===== src/design/sbfd_pkg.sv =====
// Shared types and constants for the sync byte frame deframer.
package sbfd_pkg;

  // Sync byte value after reset.
  localparam logic [7:0] SYNC_RESET = 8'hAA;

  // Body layout of a nominal frame: header, board id, command, then payload.
  localparam int NOMINAL_BODY  = 10;
  localparam int HEADER_IDX    = 0;
  localparam int BOARD_IDX     = 1;
  localparam int COMMAND_IDX   = 2;
  localparam int PAYLOAD_IDX   = 3;
  localparam int PAYLOAD_BYTES = 7;

  // Checksum status codes.
  localparam logic STATUS_OK       = 1'b0;
  localparam logic STATUS_MISMATCH = 1'b1;

  typedef logic [7:0]                 byte_t;
  typedef logic [8*PAYLOAD_BYTES-1:0] payload_t;

  // One registered input beat handed to the frame assembler.
  typedef struct packed {
    logic  valid;
    byte_t data;
  } beat_t;

  // One decoded frame.
  typedef struct packed {
    byte_t    header_byte;
    byte_t    board_id;
    byte_t    command;
    payload_t payload;
    logic     status;
  } frame_t;

endpackage


===== src/design/sbfd_if.sv =====
// Channel interfaces for the received bytes, decoded frames and configuration.

interface sbfd_in_if
  import sbfd_pkg::*;
();
  logic  valid;
  logic  ready;
  byte_t rx_byte;

  modport source (output valid, output rx_byte, input ready);
  modport sink   (input valid, input rx_byte, output ready);
endinterface

interface sbfd_out_if
  import sbfd_pkg::*;
();
  logic     valid;
  logic     ready;
  byte_t    header_byte;
  byte_t    board_id;
  byte_t    command;
  payload_t payload;
  logic     status;

  modport source (output valid, output header_byte, output board_id, output command,
                  output payload, output status, input ready);
  modport sink   (input valid, input header_byte, input board_id, input command,
                  input payload, input status, output ready);
endinterface

interface sbfd_cfg_if
  import sbfd_pkg::*;
();
  logic  valid;
  logic  ready;
  byte_t sync_byte;

  modport source (output valid, output sync_byte, input ready);
  modport sink   (input valid, input sync_byte, output ready);
endinterface


===== src/design/sync_byte_frame_deframer.sv =====
// Top level of the sync byte frame deframer.
//
// Takes one received byte per beat and can accept a byte every clock cycle;
// each byte passes an input register and the frame logic and, on the
// checksum byte, the result register, so a frame is valid on the output once its
// checksum byte is in the result register. Bytes are discarded until one equals the sync
// register (reset 0xAA); the next byte is a length byte and is ignored, then
// BODY_BYTES body bytes are stored and summed modulo 256, and the byte after
// them is compared with that sum. Each frame yields one result with header,
// board id, command and seven payload bytes (first payload byte in bits 7..0)
// and a status of 0 on checksum match or 1 on mismatch. Input is stalled only
// when a checksum byte meets a full result register that the sink is not taking.
// The sync register should be written only while no frame is in flight.
module sync_byte_frame_deframer
  import sbfd_pkg::*;
#(
  parameter int BODY_BYTES = 10
) (
  input  logic              clk,
  input  logic              rst_n,
  sbfd_in_if.sink           in_bus,
  sbfd_out_if.source        out_bus,
  sbfd_cfg_if.sink          cfg_bus
);

  byte_t  sync_r;
  beat_t  beat;
  logic   take;
  frame_t frame;

  // Sync byte register; writes are always taken.
  assign cfg_bus.ready = 1'b1;

  always_ff @(posedge clk) begin
    if (!rst_n) begin
      sync_r <= SYNC_RESET;
    end else if (cfg_bus.valid) begin
      sync_r <= cfg_bus.sync_byte;
    end
  end

  sbfd_in_stage u_in_stage (
    .clk      (clk),
    .rst_n    (rst_n),
    .in_valid (in_bus.valid),
    .in_data  (in_bus.rx_byte),
    .in_ready (in_bus.ready),
    .take     (take),
    .beat     (beat)
  );

  sbfd_assembler #(
    .BODY_BYTES (BODY_BYTES)
  ) u_assembler (
    .clk       (clk),
    .rst_n     (rst_n),
    .beat      (beat),
    .sync_byte (sync_r),
    .take      (take),
    .out_valid (out_bus.valid),
    .out_ready (out_bus.ready),
    .frame     (frame)
  );

  // Result channel fields.
  assign out_bus.header_byte = frame.header_byte;
  assign out_bus.board_id    = frame.board_id;
  assign out_bus.command     = frame.command;
  assign out_bus.payload     = frame.payload;
  assign out_bus.status      = frame.status;

endmodule


===== src/design/sbfd_in_stage.sv =====
// Input register stage: captures one received byte per beat.
module sbfd_in_stage
  import sbfd_pkg::*;
(
  input  logic  clk,
  input  logic  rst_n,
  input  logic  in_valid,
  input  byte_t in_data,
  output logic  in_ready,
  input  logic  take,
  output beat_t beat
);

  logic  valid_r;
  byte_t data_r;

  // The register can load when empty or when its beat moves on this cycle.
  assign in_ready = !valid_r || take;

  always_ff @(posedge clk) begin
    if (!rst_n) begin
      valid_r <= 1'b0;
    end else if (in_ready) begin
      valid_r <= in_valid;
    end
  end

  always_ff @(posedge clk) begin
    if (in_valid && in_ready) begin
      data_r <= in_data;
    end
  end

  assign beat.valid = valid_r;
  assign beat.data  = data_r;

endmodule


===== src/design/sbfd_assembler.sv =====
// Frame assembler: sync hunt, body capture, checksum and result register.
module sbfd_assembler
  import sbfd_pkg::*;
#(
  parameter int BODY_BYTES = 10
) (
  input  logic   clk,
  input  logic   rst_n,
  input  beat_t  beat,
  input  byte_t  sync_byte,
  output logic   take,
  output logic   out_valid,
  input  logic   out_ready,
  output frame_t frame
);

  localparam int POS_W  = $clog2(BODY_BYTES + 3);
  localparam int IDX_W  = $clog2(BODY_BYTES);
  localparam logic [POS_W-1:0] POS_HUNT  = POS_W'(0);
  localparam logic [POS_W-1:0] POS_LEN   = POS_W'(1);
  localparam logic [POS_W-1:0] POS_BODY0 = POS_W'(2);
  localparam logic [POS_W-1:0] POS_CK    = POS_W'(BODY_BYTES + 2);

  logic [POS_W-1:0] pos_r, pos_nxt;
  byte_t            sum_r, sum_nxt;
  byte_t            store_r [BODY_BYTES];
  byte_t            body    [NOMINAL_BODY];
  logic             out_valid_r;
  frame_t           frame_r;
  logic             is_ck, in_body, fire, emit;
  logic [POS_W-1:0] body_off;
  logic [IDX_W-1:0] widx;
  payload_t         pay;

  // Only the checksum beat needs room in the result register.
  assign is_ck   = (pos_r == POS_CK);
  assign in_body = (pos_r >= POS_BODY0) && !is_ck;
  assign take    = !is_ck || !out_valid_r || out_ready;
  assign fire    = beat.valid && take;
  assign emit    = fire && is_ck;

  assign body_off = pos_r - POS_BODY0;
  assign widx     = body_off[IDX_W-1:0];

  // Next frame position and running sum.
  always_comb begin
    pos_nxt = pos_r;
    sum_nxt = sum_r;
    if (fire) begin
      if (pos_r == POS_HUNT) begin
        if (beat.data == sync_byte) begin
          pos_nxt = POS_LEN;
          sum_nxt = '0;
        end
      end else if (pos_r == POS_LEN) begin
        pos_nxt = POS_BODY0;
      end else if (!is_ck) begin
        pos_nxt = pos_r + POS_W'(1);
        sum_nxt = sum_r + beat.data;
      end else begin
        pos_nxt = POS_HUNT;
        sum_nxt = '0;
      end
    end
  end

  always_ff @(posedge clk) begin
    if (!rst_n) begin
      pos_r <= POS_HUNT;
      sum_r <= '0;
    end else begin
      pos_r <= pos_nxt;
      sum_r <= sum_nxt;
    end
  end

  // Body bytes land in their own slot; each slot is read at a fixed place.
  for (genvar i = 0; i < BODY_BYTES; i++) begin : g_store
    always_ff @(posedge clk) begin
      if (fire && in_body && (widx == IDX_W'(i))) begin
        store_r[i] <= beat.data;
      end
    end
  end

  // Nominal body view; bytes beyond a short body read as zero.
  for (genvar i = 0; i < NOMINAL_BODY; i++) begin : g_body
    if (i < BODY_BYTES) begin : g_have
      assign body[i] = store_r[i];
    end else begin : g_none
      assign body[i] = '0;
    end
  end

  for (genvar k = 0; k < PAYLOAD_BYTES; k++) begin : g_pay
    assign pay[8*k +: 8] = body[PAYLOAD_IDX + k];
  end

  // Result register: loads on the checksum beat, drains on the output handshake.
  always_ff @(posedge clk) begin
    if (!rst_n) begin
      out_valid_r <= 1'b0;
    end else if (emit) begin
      out_valid_r <= 1'b1;
    end else if (out_ready) begin
      out_valid_r <= 1'b0;
    end
  end

  always_ff @(posedge clk) begin
    if (emit) begin
      frame_r.header_byte <= body[HEADER_IDX];
      frame_r.board_id    <= body[BOARD_IDX];
      frame_r.command     <= body[COMMAND_IDX];
      frame_r.payload     <= pay;
      frame_r.status      <= (sum_r == beat.data) ? STATUS_OK : STATUS_MISMATCH;
    end
  end

  assign out_valid = out_valid_r;
  assign frame     = frame_r;

  // The position never runs past the checksum slot.
  a_pos_range: assert property (@(posedge clk) disable iff (!rst_n)
    pos_r <= POS_CK)
    else $error("frame position out of range");

  // A checksum beat always returns the block to hunting.
  a_ck_to_hunt: assert property (@(posedge clk) disable iff (!rst_n)
    emit |=> (pos_r == POS_HUNT) && (sum_r == '0))
    else $error("no return to hunt after checksum");

  // A result appears only after a checksum beat.
  a_out_from_ck: assert property (@(posedge clk) disable iff (!rst_n)
    $rose(out_valid_r) |-> $past(emit))
    else $error("result without checksum beat");

  // A non-sync byte while hunting keeps the block hunting.
  a_hunt_stays: assert property (@(posedge clk) disable iff (!rst_n)
    fire && (pos_r == POS_HUNT) && (beat.data != sync_byte) |=> pos_r == POS_HUNT)
    else $error("left hunt without sync byte");

endmodule


===== src/flat_wrapper.sv =====
// flat-port wrapper written by rule: the top's interface ports become plain ports
module sync_byte_frame_deframer_flat import sbfd_pkg::*;
#(
  parameter int BODY_BYTES = 10
)
  (clk, rst_n, in_bus_valid, in_bus_rx_byte, in_bus_ready, out_bus_valid, out_bus_header_byte, out_bus_board_id, out_bus_command, out_bus_payload, out_bus_status, out_bus_ready, cfg_bus_valid, cfg_bus_sync_byte, cfg_bus_ready);
  sbfd_in_if in_bus_i ();
  sbfd_out_if out_bus_i ();
  sbfd_cfg_if cfg_bus_i ();
  input  logic clk;
  input  logic rst_n;
  input wire logic [$bits(in_bus_i.valid)-1:0] in_bus_valid;
  input wire logic [$bits(in_bus_i.rx_byte)-1:0] in_bus_rx_byte;
  output wire logic [$bits(in_bus_i.ready)-1:0] in_bus_ready;
  output wire logic [$bits(out_bus_i.valid)-1:0] out_bus_valid;
  output wire logic [$bits(out_bus_i.header_byte)-1:0] out_bus_header_byte;
  output wire logic [$bits(out_bus_i.board_id)-1:0] out_bus_board_id;
  output wire logic [$bits(out_bus_i.command)-1:0] out_bus_command;
  output wire logic [$bits(out_bus_i.payload)-1:0] out_bus_payload;
  output wire logic [$bits(out_bus_i.status)-1:0] out_bus_status;
  input wire logic [$bits(out_bus_i.ready)-1:0] out_bus_ready;
  input wire logic [$bits(cfg_bus_i.valid)-1:0] cfg_bus_valid;
  input wire logic [$bits(cfg_bus_i.sync_byte)-1:0] cfg_bus_sync_byte;
  output wire logic [$bits(cfg_bus_i.ready)-1:0] cfg_bus_ready;
  assign in_bus_i.valid = in_bus_valid;
  assign in_bus_i.rx_byte = in_bus_rx_byte;
  assign in_bus_ready = in_bus_i.ready;
  assign out_bus_valid = out_bus_i.valid;
  assign out_bus_header_byte = out_bus_i.header_byte;
  assign out_bus_board_id = out_bus_i.board_id;
  assign out_bus_command = out_bus_i.command;
  assign out_bus_payload = out_bus_i.payload;
  assign out_bus_status = out_bus_i.status;
  assign out_bus_i.ready = out_bus_ready;
  assign cfg_bus_i.valid = cfg_bus_valid;
  assign cfg_bus_i.sync_byte = cfg_bus_sync_byte;
  assign cfg_bus_ready = cfg_bus_i.ready;
  sync_byte_frame_deframer #(.BODY_BYTES(BODY_BYTES)) u_core (.clk(clk), .rst_n(rst_n), .in_bus(in_bus_i), .out_bus(out_bus_i), .cfg_bus(cfg_bus_i));
endmodule

===== config.mk =====
export PLATFORM = sky130hd
export DESIGN_NAME = sync_byte_frame_deframer_flat
export DESIGN_NICKNAME = d
export VERILOG_FILES = /design/src/design/sbfd_pkg.sv /design/src/design/sbfd_if.sv /design/src/design/sync_byte_frame_deframer.sv /design/src/design/sbfd_in_stage.sv /design/src/design/sbfd_assembler.sv /design/src/flat_wrapper.sv
export SDC_FILE = /design/constraint.sdc
export NUM_CORES = 1
export LEC_CHECK = 0
export ABC_AREA = 0
export BUFFER_PORTS_ARGS = -buffer_cell sky130_fd_sc_hd__buf_2
export CAP_MARGIN = 5
export CORE_MARGIN = 5
export CORE_UTILIZATION = 35
export DETAILED_ROUTE_END_ITERATION = 6
export SKIP_LAST_GASP = 1
export SYNTH_ARGS = -nofsm -noshare
export SYNTH_HDL_FRONTEND = slang
export SYNTH_SLANG_ARGS = --single-unit

===== constraint.sdc =====
create_clock -name clk -period 14.8 [get_ports clk]
set_input_delay 0.74 -clock clk [delete_from_list [all_inputs] [get_ports clk]]
set_output_delay 0.74 -clock clk [all_outputs]
set_load 0.005 [all_outputs]

# After elaboration in Yosys (flattened, before gate mapping)
# Memories as Yosys holds them, arrays and structs flattened. A register that Yosys moved wholly into a read port is not among the register bits.
# Index checks and enable logic that the tools add are counted.
dict set report word_totals {
  ff_bits 31
  ram_bits 80
  inputBits 21
  mem_count 1
}
dict set report op_classes {
  add_sub_neg 3
  n_lt_le_gt_ge 1
  n_eq_ne 15
  mux 58
  n_reduce_logical 35
}
# name depth word_bits rd rd_clocked_by_memory_dff write_ports line_no
set memory_table {}
lappend memory_table {u_core.u_assembler.store_r 10 8 10 10 1 sbfd_assembler.sv:26} ;# byte_t store_r [BODY_BYTES];
# cell n
set op_table {}
lappend op_table {{$mux W8} 13}
lappend op_table {{$reduce_or A8 Y1} 9}
lappend op_table {{$mux W4} 13}
lappend op_table {{$mux W1} 32}
lappend op_table {{$eq A4 B3 Y1 const B} 4}
lappend op_table {{$eq A8 B8 Y1} 2}
lappend op_table {{$logic_and A1 B1 Y1} 15}
lappend op_table {{$eq A4 B4 Y1 const B} 3}
lappend op_table {{$add A8 B8 Y8} 1}
lappend op_table {{$eq A4 B1 Y1 const B} 2}
lappend op_table {{$eq A4 B2 Y1 const B} 2}
lappend op_table {{$logic_not A4 Y1} 2}
lappend op_table {{$add A4 B1 Y4 const B} 1}
lappend op_table {{$ge A4 B2 Y1 const B} 1}
lappend op_table {{$sub A4 B2 Y4 const B} 1}
lappend op_table {{$logic_not A1 Y1} 3}
lappend op_table {{$logic_or A1 B1 Y1} 3}
lappend op_table {{$reduce_and A3 Y1} 1}
lappend op_table {{$ne A2 B1 Y1 const B} 1}
lappend op_table {{$ne A2 B2 Y1 const B} 1}
lappend op_table {{$reduce_and A2 Y1} 1}
lappend op_table {{$reduce_bool A2 Y1} 1}

# Depth between registers and ports, before layout
dict set report logic_depth {
  depth_word 19
  ltp_mapped 9
}

# By module
# A second synthesis with hierarchy kept.
dict set report unflattened {
  hier_cells 353
  hier_area_um2 6645.1
}
# mod instances cells_per_inst area_each_um2 seq_area_each_um2
set modules_own_cells {}
lappend modules_own_cells {sbfd_assembler 1 312 6037.0 5094.9}
lappend modules_own_cells {sbfd_in_stage 1 14 305.3 260.2}
lappend modules_own_cells {sync_byte_frame_deframer 1 27 302.8 160.2}

# Least setup slack after synthesis
# Ideal clock, no wire load.
dict set report synth_path {
  path_type {register -> register}
  startpoint {register u_core.u_assembler.pos_r[1]}
  endpoint {register, netlist name out_bus_board_id[0]}
  arrival_time_ns 4.396
  setup_slack_ns 9.883
  path_stages_with_launch 7
  path_buffers 1
  cell_sequence {dfxtp_1 > inv_1 > ha_1 > buf_6 > nand3_1 > o21ai_2 > nor2_1}
}
dict set report synth_via {
  elab_chain_len 6
}
# element line_no
set synth_lines {}
lappend synth_lines {{start, declared} sbfd_assembler.sv:24} ;# logic [POS_W-1:0] pos_r, pos_nxt;
lappend synth_lines {{start signal, assigned} sbfd_assembler.sv:72} ;# pos_r <= pos_nxt;
lappend synth_lines {{$eq A4 B4 Y1 *} sbfd_assembler.sv:36} ;# assign is_ck = (pos_r == POS_CK);
lappend synth_lines {{$logic_not A1 Y1} n/a}
lappend synth_lines {{$logic_or A1 B1 Y1 (2 in series)} sbfd_assembler.sv:38} ;# assign take = !is_ck || !out_valid_r || out_ready;
lappend synth_lines {{$logic_and A1 B1 Y1} sbfd_assembler.sv:39} ;# assign fire = beat.valid && take;
lappend synth_lines {{$logic_and A1 B1 Y1 *} sbfd_assembler.sv:40} ;# assign emit = fire && is_ck;
lappend synth_lines {{named net u_core.u_assembler.emit} sbfd_assembler.sv:30} ;# logic is_ck, in_body, fire, emit;
# The timed path passes the listed nets; every way through them passes the cells marked *.
# A chain may end at the register's enable or synchronous reset.

# Final worst setup path
dict set report layout_path {
  startpoint {register u_core.u_assembler.pos_r[1]}
  endpoint {register, netlist name out_bus_payload[17]}
}
dict set report layout_via {
  elab_chain_len 6
}
# element line_no
set layout_lines {}
lappend layout_lines {{$eq A4 B4 Y1 *} sbfd_assembler.sv:36}
lappend layout_lines {{$logic_not A1 Y1} n/a}
lappend layout_lines {{$logic_or A1 B1 Y1 (2 in series)} sbfd_assembler.sv:38}
lappend layout_lines {{$logic_and A1 B1 Y1} sbfd_assembler.sv:39}
lappend layout_lines {{$logic_and A1 B1 Y1 *} sbfd_assembler.sv:40}
lappend layout_lines {{named net u_core.u_assembler.emit} sbfd_assembler.sv:30}
# Marks and branches as above.

==> reports/metrics.yaml <==
global_routing:
  grt_start_max_net_pins: 66
  grt_first_pass_wirelength_um: 18700
  antenna_found_initial: 0
  first_global_vias: 3317
  track_usage_pct: 11.4
  overflow: 0
timing:
  finalCritPeriodShare_pct: 19.9
  finClkSkew_ns: 0.0102
  final-hold-violation-count: 0
  tightest_slew_ns: 0.872
  drv_slew: 0
  final.min_clock_period_ns: 2.94
  timing.slew.headroom_pct: 41.5
  fmax_mhz: 340
  finalSetupViolCount: 0
  rsz0062_at_grt: "no"
  tns_ns: 0
critical_path:
  crit_fanout: 65
  path_class: "reg -> reg"
  crit_path_cell_trace: "inv_1 -> ha_1 -> nand3_1 -> o21ai_2 -> nor2_4 -> buf_4"
  max_stage_delay_ns: 0.72
  r2r_slack_ns: 11.86
  cp.arrival_ns: 2.99
  crit_buf_inv: 2
  critPathTopFamily: "buffers and inverters"
  slowest_stage: "buf_4"
  cp.required_ns: 14.84
  startpoint_type: "register"
  worstSetupEndpointType: "register"
logic_synthesis:
  synth_cell_type_count: 46
  netlist_top_cells_count: "169 x edfxtp_1, 27 x nor2_1, 22 x dfxtp_1, 16 x nand2_1"
  synth_ff_type: "edfxtp_1"
  synth-seq-area-share_pct: 82.9
  synth.ff_latch_count: 191
  synth.top_cell.area_share_pct: 76.3
  synth.avg_cell_area_um2: 18.6
  synth_enable_flop_cells: 169
  synthCells: 358
  yosysTopAreaCell: "edfxtp_1"
  syn_area_um2: 6650
  synth_nets: 393
  synth_most_common_cell: "edfxtp_1"
  synth.area.top_cells: "edfxtp_1 76%, dfxtp_1 6.6%, ha_1 2.4%, mux2i_1 2.0%, nor2_1 1.5%"
  ys_warn_count: 0
  async_flop_share_pct: 0
clocking:
  post-cts-setup-buffer-count: 0
  cts-root-buf: "clkbuf_16"
  clock-sinks: 191
  holdBufCountCts: 0
  clock_latency_ns: 0.42
  cts_buffers: 17
  worst_setup_hold_path_clk_slew_ns: 0.06
  cts.htree.levels: 4
  cts.path.max_buffers: 2
  post_cts_resized: 0
  cts_tree: "done"
detailed_routing:
  routedWlPerCell_um: 16.9
  drc: 0
  firstDrtPassIters: 4
  ant_nets: 0
  vias_per_cell: 4.52
  finalWirelength_um: 12200
  vias: 3255
  drt_iter0_drc: 190
run:
  cap_violations: 0
floorplanning:
  dieArea_um2: 21900
  die_x_um: 148
  die_height_um: 148
  rows: 50
  pin_count: 105
  core_um2: 18700
  start_util_pct: 35.6
min_path:
  hold_path.class: "reg -> reg"
power_and_ir_drop:
  power.density_nw_per_um2: 135
  peakVddDrop_mv: 0.0700
  leakage_nw: 2.81
finish:
  design_area_um2: 8040
  post_route_cells_drive_above_1_share_pct: 29.6
  syn_to_final_growth_pct: 20.8
  nNetsFinal: 508
  antenna_cells: 0
placement:
  dp_hpwl_um: 8320
  place.gp.congestion: 0.820
  placed_area_um2: 7420
  portBuffers: 103
run_status:
  status: "finished, final reports clean"
## logic make-up after synthesis
logic type / Yosys count / synth area share [%]
buffers and inverters: 17 / 1.41
AND/OR/NAND/NOR: 81 / 6.26
other: 1 / 0.0564
multiplexers: 13 / 1.96
adder cells (fa/ha/maj): 14 / 2.75
AO/OA/AOI/OAI: 27 / 2.84
XOR/XNOR: 14 / 1.84
flip-flops: 191 / 82.9
## final timing paths
| check | startpoint | endpoint | depth (start not counted) |
|---|---|---|---|
| max | u_core.u_assembler.pos_r[1]$_SDFFE_PN0P_ | out_bus_payload[17]$_DFFE_PP_ | 6 |
| max reg2reg | u_core.u_assembler.pos_r[1]$_SDFFE_PN0P_ | out_bus_payload[17]$_DFFE_PP_ | 6 |
| min reg2reg | u_core.u_assembler.store_r[3][7]$_DFFE_PP_ | out_bus_payload[7]$_DFFE_PP_ | 0 |
| min | u_core.u_assembler.store_r[3][7]$_DFFE_PP_ | out_bus_payload[7]$_DFFE_PP_ | 0 |
## layout make-up
type | instances | area [um^2]
clock buffer | 19 | 433
clock inverter | 13 | 186
fill | 1633 | 10700
inverter | 9 | 33.8
multi-input combinational | 150 | 1050
sequential | 191 | 5520
tap | 234 | 293
timing repair buffer | 104 | 523
## stage by stage
step	worst slack, ns	std cells	utilization (%)	hold WS, ns	total power, mW
2_1_floorplan	9.88	358	-	0.400	0.614
3_3_place_gp	11.95	688	39.7	0.401	0.625
3_5_place_dp	11.80	688	39.7	0.405	0.626
4_1_cts	11.80	720	43.0	0.417	1.09
5_1_grt	11.56	720	43.0	0.418	1.12
6_report	11.86	720	43.0	0.416	1.08
## worst reg2reg max path, stage by stage (launching register included)
cell and delay (ns):
dfxtp_1 0.43, inv_1 0.11, ha_1 0.30, nand3_1 0.37
o21ai_2 0.19, nor2_4 0.42, buf_4 0.73
## cell usage in the layout, fill, tap and decap left out, types with 3 or more instances in the layout
| master | Yosys | final |
|---|---|---|
| xor2_1 | 8 | 8 |
| xnor2_1 | 6 | 6 |
| nand4_1 | 4 | 4 |
| bufinv_16 | 0 | 4 |
| nand2_1 | 16 | 16 |
| inv_1 | 9 | 9 |
| dfxtp_1 | 22 | 22 |
| ha_1 | 13 | 13 |
| nand3_1 | 7 | 7 |
| and2_1 | 5 | 5 |
| buf_2 | 0 | 103 |
| nand2b_1 | 4 | 4 |
| edfxtp_1 | 169 | 169 |
| nor3_1 | 3 | 3 |
| clkinvlp_4 | 0 | 4 |
| clkbuf_16 | 0 | 17 |
| nor2_1 | 27 | 26 |
| mux2i_1 | 13 | 13 |
| a21oi_1 | 7 | 7 |
| o21ai_0 | 7 | 7 |
## power by group
part | switching, mW | internal [mW]
logic | 0.00846 | 0.00732
registers | 0.0104 | 0.587
clock network | 0.184 | 0.283
## per-layer routing
| metal | vias to the layer above | share of wire, % | track usage, % |
|---|---|---|---|
| li1 | 1571 | - | - |
| met1 | 1573 | 43 | 14.2 |
| met2 | 103 | 49 | 18.8 |
| met3 | 8 | 7.0 | 4.57 |
| met4 | 0 | 0.84 | 2.77 |
| met5 | - | 0 | 0 |
## sequential cells by signal, summed over array words and instances, names as in the netlist
name	flops
out_bus_command	8
u_core.u_in_stage.data_r	8
out_bus_board_id	8
out_bus_payload	49
u_core.u_assembler.pos_r	4
u_core.u_assembler.frame	8
u_core.u_assembler.out_valid	1
out_bus_header_byte	8
u_core.u_assembler.sum_r	8
u_core.u_assembler.store_r	80
u_core.u_in_stage.valid_r	1
u_core.sync_r	8
Note: power is estimated with default switching activity, not from simulation.
